`config.mk`:
```
export PLATFORM = sky130hd
export DESIGN_NAME = bcpl_div
export DESIGN_NICKNAME = d
export VERILOG_FILES = /design/src/rtl/core/bcpl_pkg.sv /design/src/rtl/core/bcpl_div.sv
export SDC_FILE = /design/constraint.sdc
export NUM_CORES = 1
export LEC_CHECK = 0
export BUFFER_PORTS_ARGS = -buffer_cell sky130_fd_sc_hd__clkbuf_2
export CAP_MARGIN = 25
export CORE_MARGIN = 2
export CORE_UTILIZATION = 56
export CTS_BUF_LIST = sky130_fd_sc_hd__clkbuf_4 sky130_fd_sc_hd__clkbuf_8
export DETAILED_ROUTE_END_ITERATION = 7
export GPL_ROUTABILITY_DRIVEN = 0
export PLACE_DENSITY = 0.86
export SYNTH_ARGS = -nofsm -noshare
export SYNTH_HDL_FRONTEND = slang
export SYNTH_SLANG_ARGS = --single-unit
```
`constraint.sdc`:
```
create_clock -name clock -period 6.54 [get_ports clock]
set_input_delay 1.308 -clock clock [delete_from_list [all_inputs] [get_ports clock]]
set_output_delay 1.308 -clock clock [all_outputs]
set_load 0.02 [all_outputs]
```
`src/rtl/core/bcpl_pkg.sv`:
```
// bcpl_pkg: shared widths, register indexes, reset values, frame layout and
// saturation helper for the balance controller link.
// No dependencies; compiled first.
package bcpl_pkg;

   localparam int ACC_W         = 64;
   localparam int WORD_W        = 32;
   localparam int HALF_W        = 16;
   localparam int BYTE_W        = 8;
   localparam int MUL_B_W       = 18;
   localparam int FRAC_BITS_DEF = 16;
   localparam int DEN_W_DEF     = FRAC_BITS_DEF + 12;
   localparam int SETP_FRAC     = 12;

   localparam int CSR_IDX_W = 3;
   localparam int REG_W     = 16;
   localparam int REG_COUNT = 7;

   localparam logic [CSR_IDX_W-1:0] REG_ANGLE_KP  = 3'd0;
   localparam logic [CSR_IDX_W-1:0] REG_ANGLE_KI  = 3'd1;
   localparam logic [CSR_IDX_W-1:0] REG_ANGLE_KD  = 3'd2;
   localparam logic [CSR_IDX_W-1:0] REG_SETPOINT  = 3'd3;
   localparam logic [CSR_IDX_W-1:0] REG_FWD_SPEED = 3'd4;
   localparam logic [CSR_IDX_W-1:0] REG_SPEED_KP  = 3'd5;
   localparam logic [CSR_IDX_W-1:0] REG_SPEED_KI  = 3'd6;

   localparam logic [REG_W-1:0] RST_ANGLE_KP  = 16'd12800;
   localparam logic [REG_W-1:0] RST_ANGLE_KI  = 16'd0;
   localparam logic [REG_W-1:0] RST_ANGLE_KD  = 16'd410;
   localparam logic [REG_W-1:0] RST_SETPOINT  = 16'hFE14;
   localparam logic [REG_W-1:0] RST_FWD_SPEED = 16'd0;
   localparam logic [REG_W-1:0] RST_SPEED_KP  = 16'd288;
   localparam logic [REG_W-1:0] RST_SPEED_KI  = 16'd2304;

   localparam logic [BYTE_W-1:0] SYNC_BYTE   = 8'h01;
   localparam logic [BYTE_W-1:0] HEADER_BYTE = 8'hAA;

   localparam logic [3:0] POS_IDLE       = 4'd0;
   localparam logic [3:0] POS_FIRST_DATA = 4'd2;
   localparam logic [3:0] POS_LAST_DATA  = 4'd9;
   localparam logic [3:0] POS_FRAME_END  = 4'd10;

   typedef struct packed {
      logic              go;
      logic [HALF_W-1:0] left_count;
      logic [HALF_W-1:0] right_count;
      logic [HALF_W-1:0] accel_x;
      logic [HALF_W-1:0] gyro_y;
   } frame_type;

   localparam logic signed [ACC_W-1:0] S32_MAX = 64'sh0000_0000_7FFF_FFFF;
   localparam logic signed [ACC_W-1:0] S32_MIN = -64'sh0000_0000_8000_0000;

   function automatic logic signed [WORD_W-1:0] sat32(input logic signed [ACC_W-1:0] v);
      logic signed [WORD_W-1:0] r;
      r = v[WORD_W-1:0];
      if (v > S32_MAX) begin
         r = S32_MAX[WORD_W-1:0];
      end else if (v < S32_MIN) begin
         r = S32_MIN[WORD_W-1:0];
      end
      return r;
   endfunction

endpackage

```
`src/rtl/core/bcpl_div.sv`:
```
// bcpl_div: bit-serial restoring divider, one quotient bit per cycle, with
// optional round-to-nearest (ties away from zero). Depends on bcpl_pkg.
module bcpl_div #(
   parameter int DEN_W = bcpl_pkg::DEN_W_DEF
) (
   input  logic                              clock,
   input  logic                              reset,
   input  logic                              go,
   input  logic signed [bcpl_pkg::ACC_W-1:0] num,
   input  logic [DEN_W-1:0]                  den,
   input  logic                              rnd,
   output logic                              done,
   output logic signed [bcpl_pkg::ACC_W-1:0] res
);
   localparam int AW    = bcpl_pkg::ACC_W;
   localparam int CNT_W = $clog2(AW + 1);

   typedef enum logic [1:0] {DV_IDLE, DV_PREP, DV_RUN, DV_FIN} dv_state_type;

   dv_state_type     st_ff;
   logic [AW-1:0]    dq_ff;
   logic [DEN_W-1:0] rem_ff;
   logic [DEN_W-1:0] den_ff;
   logic             rnd_ff;
   logic             neg_ff;
   logic [CNT_W-1:0] cnt_ff;
   logic             done_ff;
   logic signed [AW-1:0] res_ff;

   logic [DEN_W:0]   shifted;
   logic [DEN_W+1:0] trial;
   logic             fits;

   assign shifted = {rem_ff, dq_ff[AW-1]};
   assign trial   = {1'b0, shifted} - {2'b00, den_ff};
   assign fits    = ~trial[DEN_W+1];

   always_ff @(posedge clock) begin
      if (reset) begin
         st_ff   <= DV_IDLE;
         done_ff <= 1'b0;
         cnt_ff  <= '0;
      end else begin
         done_ff <= 1'b0;
         unique case (st_ff)
            DV_IDLE: begin
               if (go) begin
                  dq_ff  <= num[AW-1] ? AW'(-num) : AW'(num);
                  neg_ff <= num[AW-1];
                  den_ff <= den;
                  rnd_ff <= rnd;
                  st_ff  <= DV_PREP;
               end
            end
            DV_PREP: begin
               // add half the divisor for rounding
               dq_ff  <= dq_ff + (rnd_ff ? AW'(den_ff >> 1) : '0);
               rem_ff <= '0;
               cnt_ff <= CNT_W'(AW);
               st_ff  <= DV_RUN;
            end
            DV_RUN: begin
               rem_ff <= fits ? trial[DEN_W-1:0] : shifted[DEN_W-1:0];
               dq_ff  <= {dq_ff[AW-2:0], fits};
               cnt_ff <= cnt_ff - 1'b1;
               if (cnt_ff == CNT_W'(1)) begin
                  st_ff <= DV_FIN;
               end
            end
            DV_FIN: begin
               res_ff  <= neg_ff ? -signed'(dq_ff) : signed'(dq_ff);
               done_ff <= 1'b1;
               st_ff   <= DV_IDLE;
            end
            default: st_ff <= DV_IDLE;
         endcase
      end
   end

   assign done = done_ff;
   assign res  = res_ff;
endmodule

```
# --- Word-level counts from Yosys, hierarchy flattened ---
# Cells that the tools add are included.
totals:
  output_inout_bits: 65
  regBits: 196
op_classes:
  n_bitwise: 2
  n_addsub: 5
  muxes: 12
  reduce_logical: 8
  eq_ne: 6
ops:
  columns: ["cell", "count"]
  rows:
  - ["64-bit 2-to-1 mux", 3]
  - ["64-bit case mux with 3 select lines", 1]
  - ["64-bit negation", 2]
  - ["64-bit by 27-bit adder with 64-bit output", 1]
  - ["28-bit case mux with 2 select lines", 1]
  - ["29-bit by 28-bit subtractor with 30-bit output", 1]
  - ["28-bit 2-to-1 mux", 1]
  - ["27-bit 2-to-1 mux", 1]
  - ["7-bit case mux with 2 select lines", 1]
  - ["2-bit case mux with 4 select lines", 1]
  - ["7-bit by 1-bit == test with 1-bit output (second input constant)", 1]
  - ["7-bit by 1-bit subtractor with 7-bit output (second input constant)", 1]
  - ["2-bit AND reduction", 3]
  - ["3-bit AND reduction", 2]
  - ["2-bit == test (second input constant)", 2]
  - ["2-bit 2-to-1 mux", 2]
  - ["2-bit != test (second input constant)", 2]
  - ["3-bit nonzero test", 1]
  - ["2-bit by 1-bit == test with 1-bit output (second input constant)", 1]
  - ["2-bit logical NOT", 1]
  - ["1-bit inverter", 2]
  - ["2-bit nonzero test", 1]
  - ["1-bit 2-to-1 mux", 1]

# --- Depth between registers and ports, before layout ---
depth:
  depth_word: 4
  depth_mapped: 16
  depth_no_buf: 14

# --- Worst setup path before layout ---
# No wires, ideal clock.
synth_path:
  kind: "input-to-reg"
  start: "input reset"
  end: "register dq_ff[0] (enable)"
  path_buffers: 1
  slack_ps: 67
  stages: 2
  arrival_ps: 5907
  cell_sequence: "clkbuf_1 -> nor3_1"
synth_between:
  elab_chain_len: 2
synth_lines:
  columns: ["item", "line", "text"]
  rows:
  - ["start: declaration", "bcpl_div.sv:7", "input logic reset,"]
  - ["1-bit inverter (no source line)", null, null]
  - ["3-bit AND reduction (no source line)", null, null]
  - ["end signal: assignment", "bcpl_div.sv:48", "dq_ff <= num[AW-1] ? AW'(-num) : AW'(num);"]
  - ["end signal: assignment", "bcpl_div.sv:57", "dq_ff <= dq_ff + (rnd_ff ? AW'(den_ff >> 1) : '0);"]
  - ["end signal: assignment", "bcpl_div.sv:64", "dq_ff <= {dq_ff[AW-2:0], fits};"]
  - ["end: declaration", "bcpl_div.sv:21", "logic [AW-1:0] dq_ff;"]
# Every way passes these cells.
# A chain may end at the register's enable or synchronous reset.

# --- Worst setup path after layout ---
layout_path:
  start: "register rnd_ff"
  end: "register dq_ff[59], data pin"
layout_between:
  elab_chain_len: 3
layout_lines:
  columns: ["item", "line", "text"]
  rows:
  - ["start: declaration", "bcpl_div.sv:24", "logic rnd_ff;"]
  - ["start signal: assignment", "bcpl_div.sv:51", "rnd_ff <= rnd;"]
  - ["27-bit 2-to-1 mux", "bcpl_div.sv:57", null]
  - ["64-bit by 27-bit adder with 64-bit output", "bcpl_div.sv:57", null]
  - ["64-bit case mux with 3 select lines", "bcpl_div.sv:45", "unique case (st_ff)"]
# Every way passes these cells.

==> impl_metrics.yaml <==
run_status:
  status: "finished clean"
setup_path:
  cp-end-kind: "flop"
  cp_cell_sequence: "and2_1 > ha_1 > nand4_1 > o221ai_1 > a21oi_1 > o31ai_1 > a211o_1 > o21ai_0 > o31a_1 > buf_4 > or4_1 > nand4_1 > or3b_2"
  startpoint_type: "flop"
  reg2reg_from: "rnd_ff$_DFFE_PP_"
  critPathMaxStageDelay_ns: 0.67
  cp_common_cell: "nand4_1"
  r2r_cells: 13
  crit_required_ns: 6.77
  ff2ff_setup_slack_ns: 1.76
  cp_max_fo: 27
  arrival_ns: 5.02
  reg2reg_to: "dq_ff[59]$_DFFE_PP_"
  worstSetupPathType: "flop to flop"
  crit_path_top_delay_cell: "edfxtp_1"
sta:
  worst_slew_pin_slew_ns: 0.9914
  whs_ns: 0.5501
  period_needed_ns: 4.782
  hold_violations: 0
  finalCritPeriodShare: 0.7312
  rsz0062_at_grt: "no"
  drv_slew: 0
  setup_tns_ns: 0
  skew_ns: 0.02425
  slew_headroom: 0.3391
  setup_viol: 0
  fmax_ghz: 0.2091
synthesis:
  synth_warnings: 0
  synth-main-ff-cell: "edfxtp_1"
  synth_edf_count: 186
  synth_top_area_frac: 0.3968
  syn_inst: 1470
  synthesis.nets: 1631
  synth_seq_area_share: 0.4111
  ys_types: 66
  synth-seq-cells: 196
  synthesis.area_um2: 14070
  synth_area_per_cell_um2: 9.575
  synth_area_leader_cell: "edfxtp_1"
  synthArstFlopShare: 0
  synth_area_leaders: "edfxtp_1 (40%), xnor2_1 (8.9%), ha_1 (5.6%), xor2_1 (3.8%), o21ai_0 (3.4%)"
drt:
  wire_per_inst_um: 19.49
  drc: 0
  routed_wl_um: 37550
  drtAntennaViolNets: 0
  drtPass1Iterations: 6
  drt_iter0_markers: 1318
  drt-vias-per-instance: 6.392
  dr_total_vias: 12320
grt:
  antenna_found_initial: 1
  overflow: 0
  grt_pass1_vias: 11820
  grt_max_degree: 65
  gr-usage-all-layers: 0.2851
  grt_pass1_wl_um: 59310
floorplanning:
  fp.dieW_um: 162.5
  core_um2: 24890
  dieArea_um2: 26420
  initial_core_util: 0.5654
  io-pin-count: 161
  rows: 58
  die_h_um: 162.5
cts:
  cts.htree.levels: 4
  cts_setup_buffers: 0
  root_buffer: "clkbuf_8"
  cts.reportedPaths.clkPinSlew_ns: 0.11
  clock_sinks: 196
  cts_buffers: 17
  hold_buffers: 0
  cts_tree: "done"
  clk_latency_ns: 0.50
  post_cts_resized: 0
  clk_path_buf_depth: 2
min_path:
  min_to: "cnt_ff[6]$_SDFFE_PP0N_"
  hold_path_depth: 2
  min_path_type: "flop to flop"
  hp-start: "cnt_ff[6]$_SDFFE_PP0N_"
power:
  p_per_area_nw_per_um2: 383.5
  p_leak_nw: 5.818
  ir_worst_vdd_uv: 225.3
  p_total_w: 0.005955
final_layout:
  final_common_cell: "edfxtp_1"
  final_nets: 1745
  syn_to_final_growth_pct: 10.34
  layout-drive-gt1-share: 0.1503
  final_cell_mix: "edfxtp_1 (186), clkbuf_2 (160), xnor2_1 (143)"
  multi_input_area_um2: 7776
  num_antenna_cells: 0
  nFillCells: 1990
  register_area_um2: 5786
run:
  timing.max_cap.violations: 0
placed_design:
  dpl.hpwl_um: 27750
  port_buffers: 160
-- metal layers --
metal / track usage / vias to the layer above / part of all wire
li1: - / 5654 / -
met5: 0 / - / 0.00035
met2: 0.4876 / 735 / 0.48
met3: 0.04838 / 151 / 0.094
met4: 0.1492 / 2 / 0.050
met1: 0.3466 / 5775 / 0.37
-- kinds of logic after synthesis --
kind of cell	synth area share
buffers and inverters	0.03840
XOR/XNOR	0.1269
AO/OA/AOI/OAI	0.1748
flip-flops	0.4111
AND/OR/NAND/NOR	0.1729
adder cells (fa/ha/maj)	0.05885
multiplexers	0.01707
-- sequential cells by signal, indices dropped and copies added (netlist names) --
name / count
rnd_ff: 1
res: 64
neg_ff: 1
den_ff: 28
done: 1
dq_ff: 64
cnt_ff: 7
rem_ff: 28
st_ff: 2
-- metrics by stage --
stage               instance area (µm²)  setup WS [ns]    util  instances
finish                            15530          1.758  0.6239       1927
CTS                               15530          1.819  0.6239       1927
global placement                  15120          1.727  0.6075       1895
detailed placement                15120          1.580  0.6075       1895
floorplan                         14070        0.06746       -       1470
global route                      15530          1.495  0.6239       1927
-- worst max path at each step --
stage                           from             endpoint  slack, ns  cells after the start
floorplan                      reset   dq_ff[0]$_DFFE_PP_       0.07                      2
global placement              num[9]  dq_ff[59]$_DFFE_PP_       1.73                     10
detailed placement           num[11]  dq_ff[59]$_DFFE_PP_       1.58                     10
CTS                 rnd_ff$_DFFE_PP_  dq_ff[59]$_DFFE_PP_       1.82                     13
global route        rnd_ff$_DFFE_PP_  dq_ff[59]$_DFFE_PP_       1.50                     13
finish              rnd_ff$_DFFE_PP_  dq_ff[59]$_DFFE_PP_       1.76                     13
-- where the power goes --
part	total [W]	internal, W	leakage [nW]	switching, W
Sequential	0.00231	0.00189	1.82	0.000427
Combinational	0.00280	0.00114	3.80	0.00167
Clock	0.000839	0.000357	0.201	0.000482
Total	0.00596	0.00338	5.82	0.00258
-- critical path: cells and delay by family (launching register included) --
kind | cells | cell delay [ns]
DFF | 1 | 0.67
and+or+nand+nor | 5 | 1.56
buffers and inverters | 1 | 0.21
adders and majority gates | 1 | 0.39
AOI/OAI and AO/OA | 6 | 1.67
-- synth_stat cells (5+ instances only) --
cell      number
nand4_1       13
a211oi_1      12
dfxtp_1       10
and3_1        19
buf_1          5
o211ai_1       8
mux2i_1       24
edfxtp_1     186
o21ai_0       97
a21oi_1       76
xor2_1        61
nor2_1        89
a21o_1        23
nor4_1        11
nand3_1       39
ha_1          63
a31oi_1        5
a221oi_1      15
o31ai_1       39
o21bai_1       7
clkbuf_1      74
or2_2          9
or4_1         21
nand2_1      124
or3_1         20
o41ai_1       19
nand2b_1      13
a22oi_1       13
nor2b_1       18
nor3b_1        6
xnor2_1      143
and2_1        28
o21a_1         9
inv_1         61
o221ai_1      28
nor3_1        37
-- layout make-up --
class | count | area share
Clock buffer | 18 | 0.01555
Inverter | 62 | 0.01499
Multi-Input combinational cell | 1132 | 0.5007
Clock inverter | 14 | 0.01080
Tap cell | 330 | 0.02659
Timing Repair Buffer | 175 | 0.05881
Sequential cell | 196 | 0.3725
Power figures use the tool's default switching activity.
