==> src/rtl/core/bcpl_pkg.sv <==
// bcpl_pkg: shared widths, register indexes, reset values, frame layout and
// saturation helper for the balance controller link.
// No dependencies; compiled first.
package bcpl_pkg;

   localparam int ACC_W         = 64;
   localparam int WORD_W        = 32;
   localparam int HALF_W        = 16;
   localparam int BYTE_W        = 8;
   localparam int MUL_B_W       = 18;
   localparam int FRAC_BITS_DEF = 16;
   localparam int DEN_W_DEF     = FRAC_BITS_DEF + 12;
   localparam int SETP_FRAC     = 12;

   localparam int CSR_IDX_W = 3;
   localparam int REG_W     = 16;
   localparam int REG_COUNT = 7;

   localparam logic [CSR_IDX_W-1:0] REG_ANGLE_KP  = 3'd0;
   localparam logic [CSR_IDX_W-1:0] REG_ANGLE_KI  = 3'd1;
   localparam logic [CSR_IDX_W-1:0] REG_ANGLE_KD  = 3'd2;
   localparam logic [CSR_IDX_W-1:0] REG_SETPOINT  = 3'd3;
   localparam logic [CSR_IDX_W-1:0] REG_FWD_SPEED = 3'd4;
   localparam logic [CSR_IDX_W-1:0] REG_SPEED_KP  = 3'd5;
   localparam logic [CSR_IDX_W-1:0] REG_SPEED_KI  = 3'd6;

   localparam logic [REG_W-1:0] RST_ANGLE_KP  = 16'd12800;
   localparam logic [REG_W-1:0] RST_ANGLE_KI  = 16'd0;
   localparam logic [REG_W-1:0] RST_ANGLE_KD  = 16'd410;
   localparam logic [REG_W-1:0] RST_SETPOINT  = 16'hFE14;
   localparam logic [REG_W-1:0] RST_FWD_SPEED = 16'd0;
   localparam logic [REG_W-1:0] RST_SPEED_KP  = 16'd288;
   localparam logic [REG_W-1:0] RST_SPEED_KI  = 16'd2304;

   localparam logic [BYTE_W-1:0] SYNC_BYTE   = 8'h01;
   localparam logic [BYTE_W-1:0] HEADER_BYTE = 8'hAA;

   localparam logic [3:0] POS_IDLE       = 4'd0;
   localparam logic [3:0] POS_FIRST_DATA = 4'd2;
   localparam logic [3:0] POS_LAST_DATA  = 4'd9;
   localparam logic [3:0] POS_FRAME_END  = 4'd10;

   typedef struct packed {
      logic              go;
      logic [HALF_W-1:0] left_count;
      logic [HALF_W-1:0] right_count;
      logic [HALF_W-1:0] accel_x;
      logic [HALF_W-1:0] gyro_y;
   } frame_type;

   localparam logic signed [ACC_W-1:0] S32_MAX = 64'sh0000_0000_7FFF_FFFF;
   localparam logic signed [ACC_W-1:0] S32_MIN = -64'sh0000_0000_8000_0000;

   function automatic logic signed [WORD_W-1:0] sat32(input logic signed [ACC_W-1:0] v);
      logic signed [WORD_W-1:0] r;
      r = v[WORD_W-1:0];
      if (v > S32_MAX) begin
         r = S32_MAX[WORD_W-1:0];
      end else if (v < S32_MIN) begin
         r = S32_MIN[WORD_W-1:0];
      end
      return r;
   endfunction

endpackage

==> src/rtl/core/bcpl_ifs.sv <==
// bcpl_ifs: valid/ready channel interfaces for received bytes and reply bytes.
// Depends on bcpl_pkg for widths.
interface bcpl_req_if;
   logic                          valid;
   logic                          ready;
   logic [bcpl_pkg::BYTE_W-1:0]   rx_byte;
   modport source (output valid, output rx_byte, input ready);
   modport sink (input valid, input rx_byte, output ready);
endinterface


==> src/rtl/core/bcpl_frame.sv <==
// bcpl_frame: sync search and byte shift register for one sensor frame.
// Depends on bcpl_pkg and bcpl_req_if.
module bcpl_frame (
   input  logic                 clock,
   input  logic                 reset,
   input  logic                 enable,
   bcpl_req_if.sink             req_ch,
   output bcpl_pkg::frame_type  frame
);
   localparam int SR_W = 8 * bcpl_pkg::BYTE_W;

   logic [3:0]      pos_ff;
   logic [SR_W-1:0] sr_ff;
   logic            go_ff;
   logic            accept;
   logic [3:0]      pos_next;

   assign req_ch.ready = enable & ~go_ff;
   assign accept       = req_ch.valid & req_ch.ready;
   assign pos_next     = pos_ff + 4'd1;

   always_ff @(posedge clock) begin
      if (reset) begin
         pos_ff <= bcpl_pkg::POS_IDLE;
         go_ff  <= 1'b0;
      end else begin
         go_ff <= 1'b0;
         if (accept) begin
            if (pos_ff != bcpl_pkg::POS_IDLE) begin
               if (pos_next >= bcpl_pkg::POS_FIRST_DATA &&
                   pos_next <= bcpl_pkg::POS_LAST_DATA) begin
                  sr_ff <= {sr_ff[SR_W-bcpl_pkg::BYTE_W-1:0], req_ch.rx_byte};
               end
               if (pos_next == bcpl_pkg::POS_FRAME_END) begin
                  pos_ff <= bcpl_pkg::POS_IDLE;
                  go_ff  <= 1'b1;
               end else begin
                  pos_ff <= pos_next;
               end
            end else if (req_ch.rx_byte == bcpl_pkg::SYNC_BYTE) begin
               pos_ff <= 4'd1;
            end
         end
      end
   end

   assign frame.go          = go_ff;
   assign frame.left_count  = sr_ff[63:48];
   assign frame.right_count = sr_ff[47:32];
   assign frame.accel_x     = sr_ff[31:16];
   assign frame.gyro_y      = sr_ff[15:0];
endmodule

==> src/flat_wrapper.sv <==
// flat-port wrapper written by rule: the top's interface ports become plain ports
module bcpl_frame_flat 
  (clock, reset, enable, frame, req_ch_valid, req_ch_rx_byte, req_ch_ready);
  bcpl_req_if req_ch_i ();
  input  logic clock;
  input  logic reset;
  input  logic enable;
  output bcpl_pkg::frame_type frame;
  input wire logic [$bits(req_ch_i.valid)-1:0] req_ch_valid;
  input wire logic [$bits(req_ch_i.rx_byte)-1:0] req_ch_rx_byte;
  output wire logic [$bits(req_ch_i.ready)-1:0] req_ch_ready;
  assign req_ch_i.valid = req_ch_valid;
  assign req_ch_i.rx_byte = req_ch_rx_byte;
  assign req_ch_ready = req_ch_i.ready;
  bcpl_frame u_core (.clock(clock), .reset(reset), .enable(enable), .req_ch(req_ch_i), .frame(frame));
endmodule
==> config.mk <==
export PLATFORM = sky130hd
export DESIGN_NAME = bcpl_frame_flat
export DESIGN_NICKNAME = d
export VERILOG_FILES = /design/src/rtl/core/bcpl_pkg.sv /design/src/rtl/core/bcpl_ifs.sv /design/src/rtl/core/bcpl_frame.sv /design/src/flat_wrapper.sv
export SDC_FILE = /design/constraint.sdc
export NUM_CORES = 1
export LEC_CHECK = 0
export ABC_CLOCK_PERIOD_IN_PS = 4400
export BUFFER_PORTS_ARGS = -buffer_cell sky130_fd_sc_hd__buf_4
export CORE_MARGIN = 3
export CORE_UTILIZATION = 35
export CTS_BUF_LIST = sky130_fd_sc_hd__clkbuf_4 sky130_fd_sc_hd__clkbuf_8 sky130_fd_sc_hd__clkbuf_16
export CTS_CLUSTER_DIAMETER = 200
export DETAILED_ROUTE_END_ITERATION = 16
export PLACE_DENSITY = 0.64
export SETUP_SLACK_MARGIN = 0.1
export SLEW_MARGIN = 10
export SYNTH_ARGS = -nofsm -noshare
export SYNTH_HDL_FRONTEND = slang
export SYNTH_SLANG_ARGS = --single-unit
==> constraint.sdc <==
create_clock -name clock -period 4.4 [get_ports clock]
set_input_delay 0 -clock clock [delete_from_list [all_inputs] [get_ports clock]]
set_output_delay 0 -clock clock [all_outputs]
set_load 0.05 [all_outputs]
Word level (Yosys, flattened, before mapping)

Cells that the tools add are included.

Multiplexer cells: 4
Reductions and logical operators: 6
Bitwise operators: 6
$add $sub $neg: 1
Eq/ne operators: 2
Magnitude comparators: 2

Operator list:

| operator                                            | number |
|---|---|
| 2-to-1 mux 4 bit                                    | 3 |
| == test 8 x 1 -> 1 bit, second input constant       | 1 |
| adder 4 x 1 -> 4 bit, second input constant         | 1 |
| == test 4 bit, second input constant                | 1 |
| >= comparator 4 x 2 -> 1 bit, second input constant | 1 |
| <= comparator 4 bit, second input constant          | 1 |
| inverter 1 bit                                      | 4 |
| AND reduction 4 bit                                 | 1 |
| nonzero test 4 bit                                  | 1 |
| OR reduction 3 bit                                  | 1 |
| AND 1 bit                                           | 2 |
| AND reduction 2 bit                                 | 1 |
| nonzero test 2 bit                                  | 1 |
| logical AND 1 bit                                   | 1 |
| 2-to-1 mux 1 bit                                    | 1 |

Bits in registers: 69
Input port bits: 12

Logic depth before layout (Yosys ltp)

Depth after elaboration: 5
Depth in mapped cells: 6

Least setup slack after synthesis

No wires, ideal clock.

Path kind: reg-to-reg
Start: register u_core.pos_ff[0]
End: register u_core.sr_ff[0], enable pin
Cell stages (with the launch flop): 7
Required time: 3.921 ns
Data arrival time: 3.783 ns
Setup time: 0.479 ns
Setup slack: 0.138 ns
Path buffers: 1
Path through: dfxtp_1 -> ha_1 -> clkbuf_2 -> and2_1 -> a21oi_1 -> o22ai_1 -> a211oi_2

Cells in the longest elaborated chain, start to end: 4
Elaborated cells between the ends (all ways): 6
Classes of those cells: add/sub (1); order compare (2); reduce/logical (3)

RTL lines:

| what                                                                       | line                               | text |
|---|---|---|
| from (decl)                                                                | bcpl_frame.sv:12                   | `logic [3:0] pos_ff;` |
| from (signal assigned)                                                     | bcpl_frame.sv:24                   | `pos_ff <= bcpl_pkg::POS_IDLE;` |
| from (signal assigned)                                                     | bcpl_frame.sv:35                   | `pos_ff <= bcpl_pkg::POS_IDLE;` |
| from (signal assigned)                                                     | bcpl_frame.sv:38                   | `pos_ff <= pos_next;` |
| adder 4 x 1 -> 4 bit                                                       | bcpl_frame.sv:20                   | `assign pos_next = pos_ff + 4'd1;` |
| >= comparator 4 x 2 -> 1 bit / <= comparator 4 bit (equally long branches) | bcpl_frame.sv:30, bcpl_frame.sv:31 |  |
| logical AND 1 bit                                                          | bcpl_frame.sv:30                   | `if (pos_next >= bcpl_pkg::POS_FIRST_DATA &&` |
| AND reduction 4 bit (no line) (*)                                          | n/a                                |  |
| to (signal assigned)                                                       | bcpl_frame.sv:32                   | `sr_ff <= {sr_ff[SR_W-bcpl_pkg::BYTE_W-1:0], req_ch.rx_byte};` |
| to (decl)                                                                  | bcpl_frame.sv:13                   | `logic [SR_W-1:0] sr_ff;` |

Mark *: on every way between the ends. The rest lies on a longest branch, timed or not.
A chain may end at the register's enable or synchronous reset.

Worst setup path after layout

Start: register u_core.pos_ff[0]
End: register u_core.sr_ff[63], enable pin

The elaborated chain is that of the path after synthesis.

==> metrics.txt <==
setup slack of the most critical reg-to-reg path 2090 ps; worst-path fanout max 34; vias in the first global route 1,401; post-route cell area 3340 um2; adder-cell area share of the yosys netlist 1.58%; Critical Path Start Type register; clock root buffer master sky130_fd_sc_hd__clkbuf_8; largest buffer count on any clock path 2; first-pass iteration count of the detailed router 4; worst hold slack 40.7 ps; cell area after synthesis 2370 um2; post-route DRC violation count 0; drt via density between 4 and 5; measured slew at the worst slew-check pin about 430 ps; largest family of logic cells by synthesized area simple AND/OR/NAND/NOR gates; number of inserted filler cells in the final layout 518; clock slew seen by the registers of the worst setup and hold paths around 70 ps; Tot GR Track Use 11.7%; Via Count 1,403; CTS tree built; Post-Synth XOR/XNOR Area 0.370%; final setup TNS 0 ps; post-synthesis instance total between 100 and 150; simple-gate portion of the synthesized area 6.44%; maximum clock skew at final layout 5.74 ps; Synth top area share 81.1%; pre-CTS setup slack 2110 ps; number of ports placed on the die boundary 78; outcome completed; area occupied by multi-input gates 309 um2; cell types with the largest area share after synthesis sky130_fd_sc_hd__edfxtp_1 81%, sky130_fd_sc_hd__dfxtp_1 4.2%, sky130_fd_sc_hd__ha_1 1.6%; global-route wire length before repair 6740 um; post-route fraction of the period consumed by the critical path roughly 53%; largest area contributor in the synthesized netlist sky130_fd_sc_hd__edfxtp_1; most common cell after layout, fill and taps aside sky130_fd_sc_hd__buf_4; Placement Rows 29; compound-gate portion of the synthesized area 4.33%; total area of sequential cells between 2000 and 2500 um2; clk_lat worst skew ~340 ps; Initial Utilization between 30% and 40%; Die Y-Extent 88.3 um; number of max-cap violations 0; final cell count without fillers 297; Synth cell types 31; routed length per instance 14.9 um; min-delay worst type in -> reg; worst-case headroom to the max-slew limit 71.4%; multiplexer share of the synthesized area 0%; peak ir drop on the vdd network 0.000174 V; diode count 0; share of layout cells above drive strength 1 44.1%; Net count, final 230; CTS sink cnt 69; worst reg2reg path depth 6; Worst Hold Depth 4; WL final roughly 4400 um; area overhead of the layout relative to synthesis 40.9%; source of the worst hold timing path req_ch_valid; maximum frequency from static timing analysis 432 MHz; number of DRC markers in iteration 0 79; Reg-to-Reg Start u_core.pos_ff[0]; #FFs+latches synth 69; Final Hold Vio Count 0; floorplan die area 7790 um2; worst setup slack after layout 2090 ps; net count after synthesis 135; total gr overflow 0; total core area 6460 um2; CP Capture Type register; Final setup viols 0; critical path required time 4390 ps; ANT nets after route 0; RSZ-0062 raised after global routing no; Final Max Tran Viols 0; Arr. time, crit path 2310 ps; PortBufs 77; Post-Place Cell Area just over 3000 um2; capturing point of the worst reg2reg path u_core.sr_ff[63]; leakage power between 1 and 1.5 nW; initial antenna violation count 0; DIE WIDTH 88.3 um; largest net degree at the start of global routing 35; Final Wtd Congestion approximately 0.73; critical path start-end classification reg -> reg; CTS Buf Count 9; placed wire-length estimate after detailed placement roughly 3000 um; H-tree levels 3; sequential cell area fraction in the yosys report between 80% and 90%; final standard cell utilization of the core 51.7%; commonest cells after routing, fill and taps aside 79 x sky130_fd_sc_hd__buf_4, 64 x sky130_fd_sc_hd__edfxtp_1, 9 x sky130_fd_sc_hd__clkbuf_8, 9 x sky130_fd_sc_hd__dlygate4sd3_1, 6 x sky130_fd_sc_hd__nor2_1; cell count after placement 272; Hold Crit Endpoint u_core.pos_ff[3]; average instance area after synthesis 19.7 um2; final critical-path required period roughly 2300 ps; PD cells roughly 380 nW/um2; total power of the final layout 1.27 mW; Yosys warnings 0
[final cells by class]
class	instances	share of cell area (%)
Clock buffer	9	3.71
Tap cell	77	2.88
Inverter	4	0.450
Timing Repair Buffer	88	20.5
Sequential cell	69	60.5
Multi-Input combinational cell	43	9.25
Clock inverter	7	2.70
[power by group]
part,internal [mW],total [mW],switching (mW)
Combinational,0.0137,0.0220,0.00836
Clock,0.316,0.545,0.230
Sequential,0.706,0.706,0.0000364
[worst max path at each step]
stage                     startpoint          endpoint  cells after the start
detailed placement  u_core.pos_ff[0]  u_core.sr_ff[63]                      6
global route        u_core.pos_ff[0]   u_core.sr_ff[9]                      6
finish              u_core.pos_ff[0]  u_core.sr_ff[63]                      6
floorplan           u_core.pos_ff[0]   u_core.sr_ff[0]                      6
CTS                 u_core.pos_ff[0]  u_core.sr_ff[19]                      6
global placement    u_core.pos_ff[0]  u_core.sr_ff[45]                      6
[synthesized netlist by cell type]
| cell | count |
|---|---|
| sky130_fd_sc_hd__edfxtp_1 | 64 |
| sky130_fd_sc_hd__nor2_1 | 6 |
| sky130_fd_sc_hd__dfxtp_1 | 5 |
| sky130_fd_sc_hd__a21oi_1 | 4 |
| sky130_fd_sc_hd__inv_1 | 4 |
| sky130_fd_sc_hd__ha_1 | 3 |
| sky130_fd_sc_hd__nand2_1 | 3 |
| sky130_fd_sc_hd__o22ai_1 | 3 |
| sky130_fd_sc_hd__a211oi_1 | 2 |
| sky130_fd_sc_hd__buf_4 | 2 |
| sky130_fd_sc_hd__nand3_1 | 2 |
| sky130_fd_sc_hd__nor3b_1 | 2 |
| sky130_fd_sc_hd__or3_1 | 2 |
| sky130_fd_sc_hd__a211oi_2 | 1 |
| sky130_fd_sc_hd__a21o_1 | 1 |
| sky130_fd_sc_hd__a311o_1 | 1 |
| sky130_fd_sc_hd__a32o_1 | 1 |
| sky130_fd_sc_hd__and2_1 | 1 |
| sky130_fd_sc_hd__and3_1 | 1 |
| sky130_fd_sc_hd__and3b_1 | 1 |
| sky130_fd_sc_hd__buf_6 | 1 |
| sky130_fd_sc_hd__clkbuf_2 | 1 |
| sky130_fd_sc_hd__nand3b_1 | 1 |
| sky130_fd_sc_hd__nand3b_4 | 1 |
| sky130_fd_sc_hd__nor2_2 | 1 |
| sky130_fd_sc_hd__nor2b_1 | 1 |
| sky130_fd_sc_hd__nor3_1 | 1 |
| sky130_fd_sc_hd__nor4_1 | 1 |
| sky130_fd_sc_hd__nor4b_1 | 1 |
| sky130_fd_sc_hd__o32ai_1 | 1 |
| sky130_fd_sc_hd__xnor2_1 | 1 |
[flip-flops by register name, indices dropped and copies added, names as in the netlist]
signal	flops
u_core.sr_ff	64
u_core.pos_ff	4
u_core.go_ff	1
[kinds of logic (layout without fill, tap and decap cells)]
group                    after synthesis  count (layout)
buffers and inverters                  8             108
XOR/XNOR                               1               1
AO/OA/AOI/OAI                         14              14
AND/OR/NAND/NOR                       25              25
adder cells (fa/ha/maj)                3               3
flip-flops                            69              69
[layer usage]
| metal | wire length [um] | track usage, % | up-vias |
|---|---|---|---|
| li1 | - | - | 652 |
| met1 | 1890 | 14.0 | 662 |
| met2 | 2040 | 18.7 | 79 |
| met3 | 409 | 4.38 | 10 |
| met4 | 81 | 5.77 | 0 |
| met5 | 0 | 0 | - |
[what timing repair did]
action                                 4_1_cts  5_1_grt
hold buffers                                 9        0
endpoints found under the hold margin       12        0
setup buffers                                0        0
gates resized for setup                      0        0
[critical path, stage by stage, from the launching register on]
cell                       delay (ps)
sky130_fd_sc_hd__dfxtp_1          380
sky130_fd_sc_hd__ha_1             320
sky130_fd_sc_hd__and2_1           210
sky130_fd_sc_hd__a21oi_1          210
sky130_fd_sc_hd__o22ai_1          140
sky130_fd_sc_hd__a211oi_4         270
sky130_fd_sc_hd__buf_4            420
Power figures use the tool's default switching activity.
