## config.mk

```make
export PLATFORM = sky130hd
export DESIGN_NAME = bcpl_mul
export DESIGN_NICKNAME = d
export VERILOG_FILES = /design/src/rtl/core/bcpl_pkg.sv /design/src/rtl/core/bcpl_mul.sv
export SDC_FILE = /design/constraint.sdc
export NUM_CORES = 1
export LEC_CHECK = 0
export BUFFER_PORTS_ARGS = -buffer_cell sky130_fd_sc_hd__buf_4
export CAP_MARGIN = 20
export CELL_PAD_IN_SITES_DETAIL_PLACEMENT = 0
export CELL_PAD_IN_SITES_GLOBAL_PLACEMENT = 1
export CORE_UTILIZATION = 40
export CTS_CLUSTER_SIZE = 24
export DETAILED_ROUTE_END_ITERATION = 10
export GPL_TIMING_DRIVEN = 1
export PLACE_DENSITY = 0.74
export SLEW_MARGIN = 10
export SYNTH_ARGS = -nofsm -noshare
export SYNTH_HDL_FRONTEND = slang
export SYNTH_SLANG_ARGS = --single-unit
export TNS_END_PERCENT = 5
```

## constraint.sdc

```tcl
create_clock -name clock -period 13.2 [get_ports clock]
set_input_delay 1.98 -clock clock [delete_from_list [all_inputs] [get_ports clock]]
set_output_delay 1.98 -clock clock [all_outputs]
set_load 0.005 [all_outputs]
```

## src/rtl/core/bcpl_pkg.sv

```systemverilog
// bcpl_pkg: shared widths, register indexes, reset values, frame layout and
// saturation helper for the balance controller link.
// No dependencies; compiled first.
package bcpl_pkg;

   localparam int ACC_W         = 64;
   localparam int WORD_W        = 32;
   localparam int HALF_W        = 16;
   localparam int BYTE_W        = 8;
   localparam int MUL_B_W       = 18;
   localparam int FRAC_BITS_DEF = 16;
   localparam int DEN_W_DEF     = FRAC_BITS_DEF + 12;
   localparam int SETP_FRAC     = 12;

   localparam int CSR_IDX_W = 3;
   localparam int REG_W     = 16;
   localparam int REG_COUNT = 7;

   localparam logic [CSR_IDX_W-1:0] REG_ANGLE_KP  = 3'd0;
   localparam logic [CSR_IDX_W-1:0] REG_ANGLE_KI  = 3'd1;
   localparam logic [CSR_IDX_W-1:0] REG_ANGLE_KD  = 3'd2;
   localparam logic [CSR_IDX_W-1:0] REG_SETPOINT  = 3'd3;
   localparam logic [CSR_IDX_W-1:0] REG_FWD_SPEED = 3'd4;
   localparam logic [CSR_IDX_W-1:0] REG_SPEED_KP  = 3'd5;
   localparam logic [CSR_IDX_W-1:0] REG_SPEED_KI  = 3'd6;

   localparam logic [REG_W-1:0] RST_ANGLE_KP  = 16'd12800;
   localparam logic [REG_W-1:0] RST_ANGLE_KI  = 16'd0;
   localparam logic [REG_W-1:0] RST_ANGLE_KD  = 16'd410;
   localparam logic [REG_W-1:0] RST_SETPOINT  = 16'hFE14;
   localparam logic [REG_W-1:0] RST_FWD_SPEED = 16'd0;
   localparam logic [REG_W-1:0] RST_SPEED_KP  = 16'd288;
   localparam logic [REG_W-1:0] RST_SPEED_KI  = 16'd2304;

   localparam logic [BYTE_W-1:0] SYNC_BYTE   = 8'h01;
   localparam logic [BYTE_W-1:0] HEADER_BYTE = 8'hAA;

   localparam logic [3:0] POS_IDLE       = 4'd0;
   localparam logic [3:0] POS_FIRST_DATA = 4'd2;
   localparam logic [3:0] POS_LAST_DATA  = 4'd9;
   localparam logic [3:0] POS_FRAME_END  = 4'd10;

   typedef struct packed {
      logic              go;
      logic [HALF_W-1:0] left_count;
      logic [HALF_W-1:0] right_count;
      logic [HALF_W-1:0] accel_x;
      logic [HALF_W-1:0] gyro_y;
   } frame_type;

   localparam logic signed [ACC_W-1:0] S32_MAX = 64'sh0000_0000_7FFF_FFFF;
   localparam logic signed [ACC_W-1:0] S32_MIN = -64'sh0000_0000_8000_0000;

   function automatic logic signed [WORD_W-1:0] sat32(input logic signed [ACC_W-1:0] v);
      logic signed [WORD_W-1:0] r;
      r = v[WORD_W-1:0];
      if (v > S32_MAX) begin
         r = S32_MAX[WORD_W-1:0];
      end else if (v < S32_MIN) begin
         r = S32_MIN[WORD_W-1:0];
      end
      return r;
   endfunction

endpackage

```

## src/rtl/core/bcpl_mul.sv

```systemverilog
// bcpl_mul: bit-serial signed multiplier, one multiplier bit per cycle.
// Depends on bcpl_pkg.
module bcpl_mul (
   input  logic                                clock,
   input  logic                                reset,
   input  logic                                go,
   input  logic signed [bcpl_pkg::ACC_W-1:0]   a,
   input  logic signed [bcpl_pkg::MUL_B_W-1:0] b,
   output logic                                done,
   output logic signed [bcpl_pkg::ACC_W-1:0]   res
);
   localparam int AW    = bcpl_pkg::ACC_W;
   localparam int BW    = bcpl_pkg::MUL_B_W;
   localparam int CNT_W = $clog2(BW + 1);

   typedef enum logic [1:0] {MU_IDLE, MU_RUN, MU_FIN} mu_state_type;

   mu_state_type     st_ff;
   logic [AW-1:0]    ma_ff;
   logic [BW-1:0]    mb_ff;
   logic [AW-1:0]    acc_ff;
   logic             neg_ff;
   logic [CNT_W-1:0] cnt_ff;
   logic             done_ff;
   logic signed [AW-1:0] res_ff;

   always_ff @(posedge clock) begin
      if (reset) begin
         st_ff   <= MU_IDLE;
         done_ff <= 1'b0;
         cnt_ff  <= '0;
      end else begin
         done_ff <= 1'b0;
         unique case (st_ff)
            MU_IDLE: begin
               if (go) begin
                  ma_ff  <= a[AW-1] ? AW'(-a) : AW'(a);
                  mb_ff  <= b[BW-1] ? BW'(-b) : BW'(b);
                  neg_ff <= a[AW-1] ^ b[BW-1];
                  acc_ff <= '0;
                  cnt_ff <= CNT_W'(BW);
                  st_ff  <= MU_RUN;
               end
            end
            MU_RUN: begin
               // add the shifted multiplicand on a set bit, then advance
               if (mb_ff[0]) begin
                  acc_ff <= acc_ff + ma_ff;
               end
               ma_ff  <= {ma_ff[AW-2:0], 1'b0};
               mb_ff  <= {1'b0, mb_ff[BW-1:1]};
               cnt_ff <= cnt_ff - 1'b1;
               if (cnt_ff == CNT_W'(1)) begin
                  st_ff <= MU_FIN;
               end
            end
            MU_FIN: begin
               res_ff  <= neg_ff ? -signed'(acc_ff) : signed'(acc_ff);
               done_ff <= 1'b1;
               st_ff   <= MU_IDLE;
            end
            default: st_ff <= MU_IDLE;
         endcase
      end
   end

   assign done = done_ff;
   assign res  = res_ff;
endmodule

```

# --- Word-level counts from Yosys, hierarchy flattened ---
# Index checks and enable logic that the tools add are counted.
# Widths: inputs -> output; s select.
op_classes:
  n_addsub: 5
  n_eq_ne: 6
  n_mux: 16
  bitwise_logic: 2
  n_reduce_logical: 8
op_table:
  columns: ["operator", "count"]
  rows:
  - ["$mux 64", 5]
  - ["$pmux 64 s2", 2]
  - ["$neg 64->64", 2]
  - ["$add 64x64->64", 1]
  - ["$mux 18", 2]
  - ["$pmux 18 s2", 1]
  - ["$neg 18->18", 1]
  - ["$pmux 5 s2", 1]
  - ["$ne 2x2->1 const B", 3]
  - ["$reduce_and 2->1", 3]
  - ["$reduce_and 3->1", 2]
  - ["$eq 5x1->1 const B", 1]
  - ["$mux 5", 1]
  - ["$sub 5x1->5 const B", 1]
  - ["$mux 2", 2]
  - ["$pmux 2 s2", 1]
  - ["$reduce_and 4->1", 1]
  - ["$eq 2x1->1 const B", 1]
  - ["$eq 2x2->1 const B", 1]
  - ["$logic_not 2->1", 1]
  - ["$reduce_bool 2->1", 1]
  - ["$mux 1", 1]
  - ["$not 1->1", 1]
  - ["$xor 1x1->1", 1]
totals:
  regBits: 219
  inputBits: 85
  out_inout_bits: 65
  word_cells: 45

# --- Longest topological paths before layout ---
# Gate-level depths: netlist of the first run.
logic_depth:
  depth_word: 4
  mapped_depth: 11
  mapped_depth_nobuf: 11

# --- Worst setup path after synthesis of the first run ---
# No wires, ideal clock.
synth_path:
  path_kind: "input-to-reg"
  from: "input port reset"
  to: "register acc_ff[0] (enable)"
  setup_ns: 0.426
  arrival_time_ns: 9.720
  required_time_ns: 12.774
  setup_slack_ns: 3.054
  stages: 3
  path_buffers: 1
  path_cell_list: "clkbuf_1 nor3_1 o21a_1"
synth_via:
  elab_chain_cells: 2
synth_rtl:
  columns: ["item", "line_no", "text"]
  rows:
  - ["from (decl)", "bcpl_mul.sv:5", "input logic reset,"]
  - ["$not 1->1 (no source line)", null, null]
  - ["$reduce_and 4->1 (no source line)", null, null]
  - ["to (signal assigned)", "bcpl_mul.sv:48", "acc_ff <= acc_ff + ma_ff;"]
  - ["to (decl)", "bcpl_mul.sv:21", "logic [AW-1:0] acc_ff;"]
# No other way between the ends.
# A chain may end at the register's enable or synchronous reset.

# --- Worst setup path after layout of the first run ---
layout_path:
  from: "input port a[8] in the netlist's numbering"
  to: "register ma_ff[59] (data pin)"
layout_via:
  elab_chain_cells: 4
layout_rtl:
  columns: ["item", "line_no", "text"]
  rows:
  - ["from (decl)", "bcpl_mul.sv:7", "input logic signed [bcpl_pkg::ACC_W-1:0] a,"]
  - ["$neg 64->64", "bcpl_mul.sv:37", "ma_ff <= a[AW-1] ? AW'(-a) : AW'(a);"]
  - ["$mux 64", "bcpl_mul.sv:37", null]
  - ["$mux 64", "bcpl_mul.sv:36", "if (go) begin"]
  - ["$pmux 64 s2", "bcpl_mul.sv:34", "unique case (st_ff)"]
  - ["to (signal assigned)", "bcpl_mul.sv:37", null]
  - ["to (signal assigned)", "bcpl_mul.sv:50", "ma_ff <= {ma_ff[AW-2:0], 1'b0};"]
  - ["to (decl)", "bcpl_mul.sv:19", "logic [AW-1:0] ma_ff;"]
# No other way between the ends. The select of a mux whose other input is x is not followed.

==> metrics.md, run 1 <==
| Metric | Value |
|---|---|
| Power density over the cells | 132 mW/mm^2 |
| Worst min path class | reg -> reg |
| Mapped Avg Cell Area | 9.52 sq um |
| Post-layout utilization of the core | 0.478 |
| Count of hold-fix buffers inserted at cts | 0 |
| #FFs+latches synth | 219 |
| Global-route wire length before repair | 62500 um |
| Clock period minus final worst setup slack | 4.78 ns |
| Number of max-slew violations in the final report | 0 |
| Placed wire-length estimate after detailed placement | 29900 um |
| Max rail drop VDD | 0.0917 mV |
| Count of endpoints failing hold in the final timing report | 0 |
| Count of maximum capacitance violations | 0 |
| Yosys top cell area share | 0.433 |
| Maximum count of clock buffers along a single path | 3 |
| Remaining max-slew budget at the tightest pin | 0.290 |
| Buf/Inv on CP | 1 |
| Critical path data arrival time | 5.03 ns |
| IO Count | 150 |
| Count of nets after finishing | 1818 |
| Buffer cell driving the clock tree root | clkbuf_16 |
| Core area | 0.0357 sq mm |
| Gr busiest metal | met2 |
| Die W | 193 um |
| Cell with the largest stage delay on the worst path | or4_1 |
| Yosys warns | 0 |
| Maximum number of pins on one net before global-route repair | 109 |
| Layout Skew | 0.0126 ns |
| Met2 track demand over resource | 0.327 |
| Leakage dissipation | 6.30 nW |
| Total wire length after detailed routing | 39300 um |
| Clock Pin Slew Worst Setup and Hold Paths | 0.06 ns |
| Port Buffers | 149 |
| Fraction of met3 tracks used by global routing | 0.0417 |
| Fmax | 0.209 GHz |
| Sequence of cells on the critical path | buf_4 -> or4_1 -> nor4_2 -> nand4_1 -> or4_1 -> or3_1 -> o21ai_0 -> xor2_1 -> o21ai_0 |
| Setup TNS | 0 ns |
| Via count of the first global-routing pass | 11431 |
| Setup Crit Path Kind | in -> reg |
| Netlist area before placement | 0.0146 sq mm |
| Post-Syn Nets | 1691 |
| DRT iter0 DRCs | 628 |
| Endpoint required time on the critical path | 13.46 ns |
| Library cell occupying the most area in the post-synthesis netlist | edfxtp_1 |
| Initial Utilization | 0.409 |
| Skew-Pair Late Insertion Delay | 0.55 ns |
| Clock Sink Count | 219 |
| Tot GR Track Use | 0.210 |
| Routed wirelength normalized by instance count | 18.3 um |
| DRC violation count after routing | 7 |
| Leading register cell type out of synthesis | edfxtp_1 |
| Ys async rst share | 0 |
| Worst Setup End Kind | flop |
| Most used standard cell by instance count after synthesis | edfxtp_1 |
| Violations in the final reports | DRC |
| Global placement routability congestion | 0.940 |
| Delay of the slowest cell on the worst path | 0.66 ns |
| Overflow left after global routing | 0 |
| Met1 Track Usage GR | 0.292 |
| Number of enable-type register cells in the synthesized netlist | 211 |
| Total design power | 2.26 mW |
| Sequential cell area fraction in the yosys report | 0.444 |
| Cell row count | 69 |
| P&R area growth vs syn | 16.7% |
| Family of cells with the greatest summed delay on the critical path | simple AND/OR/NAND/NOR gates |
| Count of antenna-violating nets left after detailed routing | 0 |
| Antenna violations before repair | 0 |
| Via-per-instance ratio | 5.46 |
| Detailed-routing iteration count for the pre-antenna-repair pass | 10 |
| Vias | 11707 |
| Gates resized, CTS repair | 0 |
| Worst-path fanout max | 7 |
| Num CTS Buffers | 26 |
| Leading cell types by count after synthesis | edfxtp_1, nand2_1, o21ai_0 |
| Result of the run | finished with violations |
| Biggest area contributors in the synthesized netlist | edfxtp_1, xnor2_1, ha_1 |
| Overall die height | 193 um |
| Number of instances in the synthesized netlist | 1537 |
| Setup-failing EPs final | 0 |
| Type of element launching the critical path | input pin |
| Tcrit/Tclk final | 0.362 |
| Number of setup buffers added after CTS | 0 |
| Synth cell types | 63 |
| Total Die Area | 0.0373 sq mm |
| Worst-margin pin slew | 1.05 ns |
| Max H-tree Level | 1 |
| CTS tree | built |
| RSZ-0062 raised after global routing | no |
| N_diodes | 0 |
| Layout cell share with drive strength beyond 1 | 0.139 |
## cell type report
cell class                      instances  area [sq um]
Tap cell                              461           577
Inverter                               30           113
Clock buffer                           37           754
Timing Repair Buffer                  158          1210
Multi-Input combinational cell       1229          7820
Fill cell                            3448         18700
Clock inverter                         11           103
Sequential cell                       219          6500
## cells in the final DEF, fill, tap and decap left out, drive strengths merged, types with 18 or more instances in the layout
cell type | synthesis | routed
edfxtp | 211 | 211
inv | 30 | 30
o31ai | 39 | 39
nand2b | 25 | 25
xor2 | 86 | 86
or3 | 29 | 29
nor4 | 19 | 19
nor3 | 33 | 33
nand3 | 26 | 26
nand2 | 201 | 201
nand4 | 18 | 18
buf | 2 | 158
a21oi | 104 | 104
nor2 | 118 | 118
clkbuf | 57 | 37
o21ai | 157 | 157
or4 | 23 | 23
xnor2 | 101 | 101
a21o | 25 | 25
ha | 68 | 68
## flip-flops by register name, indices dropped and copies added, names as in the netlist
register and cells:
st_ff 2, res 64, cnt_ff 5, neg_ff 1
done 1, mb_ff 18, ma_ff 64, acc_ff 64
## power breakdown
group          leakage (nW)  internal [mW]  switching, mW  total, mW
sequential             2.06          0.857         0.0635      0.921
combinational          3.82          0.247          0.363      0.610
clock                 0.426          0.435          0.291      0.726
total                  6.30           1.54          0.717       2.26
## metrics by stage
step	worst slack [ns]	hold slack, ns	instance area [sq um]	std cells
after floorplan	3.05	0.469	14600	1537
after global placement	7.91	0.493	16200	2096
after detailed placement	7.84	0.501	16200	2096
after CTS	8.43	0.509	17000	2144
after global routing	8.11	0.542	17100	2145
final	8.42	0.505	17100	2145
## worst register-to-register path, cell delays in order (launching register included)
cell and delay (ns):
edfxtp_1 0.47, ha_1 0.48, nand4_1 0.29, nor3_1 0.41
nand4_1 0.18, a31oi_1 0.36, a211oi_1 0.16, o311ai_0 0.93
a311oi_1 0.23, xor2_1 0.21, nor2_1 0.06
## final timing paths
check | slack (ns) | cells after the start | start | endpoint
hold reg to reg | 0.51 | 2 | cnt_ff[4] | cnt_ff[4]
setup reg to reg | 9.16 | 10 | acc_ff[24] | acc_ff[60]
hold / removal | 0.51 | 2 | cnt_ff[4] | cnt_ff[4]
setup / recovery | 8.42 | 9 | a[8] | ma_ff[59]
## logic make-up after synthesis
group,share of synthesized area
compound gates,0.169
xor+xnor,0.112
buf+inv,0.0228
fa+ha+maj,0.0595
simple gates,0.184
flops,0.444
mux,0.00898
## routing by layer
layer	wire length [um]	up-vias
li1	-	5923
met1	18200	5443
met2	17300	286
met3	2690	55
met4	1040	0
met5	0	-
Power figures use the tool's default switching activity.
==> run 2: changes to the inputs <==
Clock period 13.2 ns to 4.5 ns, I/O delays scaled along.
==> metrics.md, run 2 (synthesized netlist as in run 1, its figures left out) <==
| Metric | Value |
|---|---|
| Result of the run | finished, final reports clean |
| Global-route wire length before repair | 63500 um (+1.5%) |
| Cell row count | 69 (unchanged) |
| Maximum number of pins on one net before global-route repair | 91 (-17%) |
| Post-layout utilization of the core | 0.480 (+0.00273) |
| Delay of the slowest cell on the worst path | 0.74 ns (+0.08 ns) |
| Worst min path class | in -> reg |
| Clock Sink Count | 219 (unchanged) |
| Skew-Pair Late Insertion Delay | 0.55 ns (about the same) |
| DRC violation count after routing | 0 (-7) |
| Antenna violations before repair | 1 (+1) |
| Worst-margin pin slew | 0.878 ns (-0.175 ns) |
| Gates resized, CTS repair | 0 (unchanged) |
| Placed cell count | 2105 (+0.43%) |
| Routed wirelength normalized by instance count | 18.6 um (+1.3%) |
| P&R area growth vs syn | 17.3% |
| Worst-path fanout max | 6 (-1) |
| Clock Power Share | 0.318 (-0.004) |
| Commonest non-fill, non-tap cell in the layout | edfxtp_1 |
| Sequence of cells on the critical path | or4_4 -> nor4_2 -> nand3_2 -> nor2_4 -> nand2_2 -> or4_4 -> or4_4 -> o31ai_2 -> xnor2_1 |
| Net load switching power | 2.12 mW (+200%) |
| Cell with the largest stage delay on the worst path | nor4_2 |
| Fmax | 0.256 GHz |
| Final WS setup | 0.593 ns (-7.83 ns) |
| Type of element launching the critical path | flop |
| Combinational share of power | 0.275 (+0.005) |
| Number of setup buffers added after CTS | 0 (unchanged) |
| Count of endpoints failing hold in the final timing report | 0 (unchanged) |
| Via-per-instance ratio | 5.49 (+0.59%) |
| Clock period minus final worst setup slack | 3.91 ns |
| Core area | 0.0357 sq mm (unchanged) |
| Tot GR Track Use | 0.212 (+0.00204) |
| Power density over the cells | 387 mW/mm^2 (+190%) |
| Remaining max-slew budget at the tightest pin | 0.409 (+0.119) |
| Via count of the first global-routing pass | 11586 (+1.4%) |
| Overflow left after global routing | 0 (unchanged) |
| Total design power | 6.64 mW (+190%) |
| Endpoint required time on the critical path | 4.79 ns (-8.67 ns) |
| N_diodes | 0 (unchanged) |
| Count of hold-fix buffers inserted at cts | 0 (unchanged) |
| Buffer cell driving the clock tree root | clkbuf_16 |
| Count of nets after finishing | 1827 (+0.50%) |
| Total Die Area | 0.0373 sq mm (unchanged) |
| Family of cells with the greatest summed delay on the critical path | simple AND/OR/NAND/NOR gates |
| Overall die height | 193 um (unchanged) |
| Tcrit/Tclk final | 0.868 |
| Global placement routability congestion | 0.898 (-4.4%) |
| Setup Crit Path Kind | reg -> reg |
| Initial Utilization | 0.409 (unchanged) |
| Maximum count of clock buffers along a single path | 3 (unchanged) |
| IO Count | 150 (unchanged) |
| Die W | 193 um (unchanged) |
| Setup TNS | 0 ns (unchanged) |
| Switching part of the total | 0.320 (+0.00234) |
| Vias | 11826 (+1.0%) |
| Launch point of the critical path | acc_ff[8] |
| RSZ-0062 raised after global routing | no |
| Area of placed instances | 0.0163 sq mm (+0.65%) |
| Cell internal pwr | 4.51 mW (+190%) |
| Worst flop-to-flop path startpoint | acc_ff[8] |
| Sequential group share of total power | 0.407 (about the same) |
| Clock Pin Slew Worst Setup and Hold Paths | 0.06 ns (about the same) |
| Leakage dissipation | 6.35 nW (+0.73%) |
| Count of antenna-violating nets left after detailed routing | 0 (unchanged) |
| Port Buffers | 149 (unchanged) |
| Num CTS Buffers | 26 (unchanged) |
| Layout Skew | 0.0112 ns (-0.00143 ns) |
| Max H-tree Level | 1 (unchanged) |
| Worst Setup End Kind | flop |
| Finished Layout Cells | 2154 (+0.42%) |
| Setup-failing EPs final | 0 (unchanged) |
| Count of maximum capacitance violations | 0 (unchanged) |
| DRT iter0 DRCs | 727 (+16%) |
| Detailed-routing iteration count for the pre-antenna-repair pass | 7 (-3) |
| Placed wire-length estimate after detailed placement | 30400 um (+1.8%) |
| Commonest cells after routing, fill and taps aside | edfxtp_1, nand2_1, buf_4 |
| Dpl ws | 0.615 ns (-7.23 ns) |
| Total wire length after detailed routing | 40000 um (+1.8%) |
| Buf/Inv on CP | 0 (-1) |
| Top cell by count, worst path | or4_4 |
| Cell area after layout | 0.0172 sq mm (+0.57%) |
| Layout cell share with drive strength beyond 1 | 0.143 (+0.00399) |
| Worst hold path startpoint | reset |
| CTS tree | built |
| Hold Worst Slack | 0.422 ns (-0.0830 ns) |
| Number of max-slew violations in the final report | 0 (unchanged) |
| Max rail drop VDD | 0.272 mV (+200%) |
| Critical path data arrival time | 4.19 ns (-0.84 ns) |
## run 2: path summary, 6_finish.rpt
check	endpoint	slack, ns	cells after the start
setup / recovery	res[63]	0.59	9
hold / removal	cnt_ff[0]	0.42	2
setup reg to reg	res[63]	0.59	9
hold reg to reg	cnt_ff[4]	0.51	2
## run 2: cell type report
class                   count  area (sq um)
multi-input cells        1229          7830
clock inverters            17           159
well taps                 461           577
repair buffers            167          1300
clock buffers              31           691
flip-flops and latches    219          6500
fillers                  3467         18600
inverters                  30           113
## run 2: metal layers
metal  global-route usage  wire [um]
met5                    0         11
met4               0.0631       1020
met3               0.0465       2570
met2                0.329      17600
met1                0.294      18800
## run 2: power by group through the flow
stage	Combinational, mW	Clock [mW]	Sequential, mW
2_1_floorplan	1.35	0	2.65
3_3_place_gp	1.80	0	2.73
3_5_place_dp	1.80	0	2.74
4_1_cts	1.81	2.17	2.70
5_1_grt	2.04	2.23	2.72
6_report	1.83	2.11	2.70
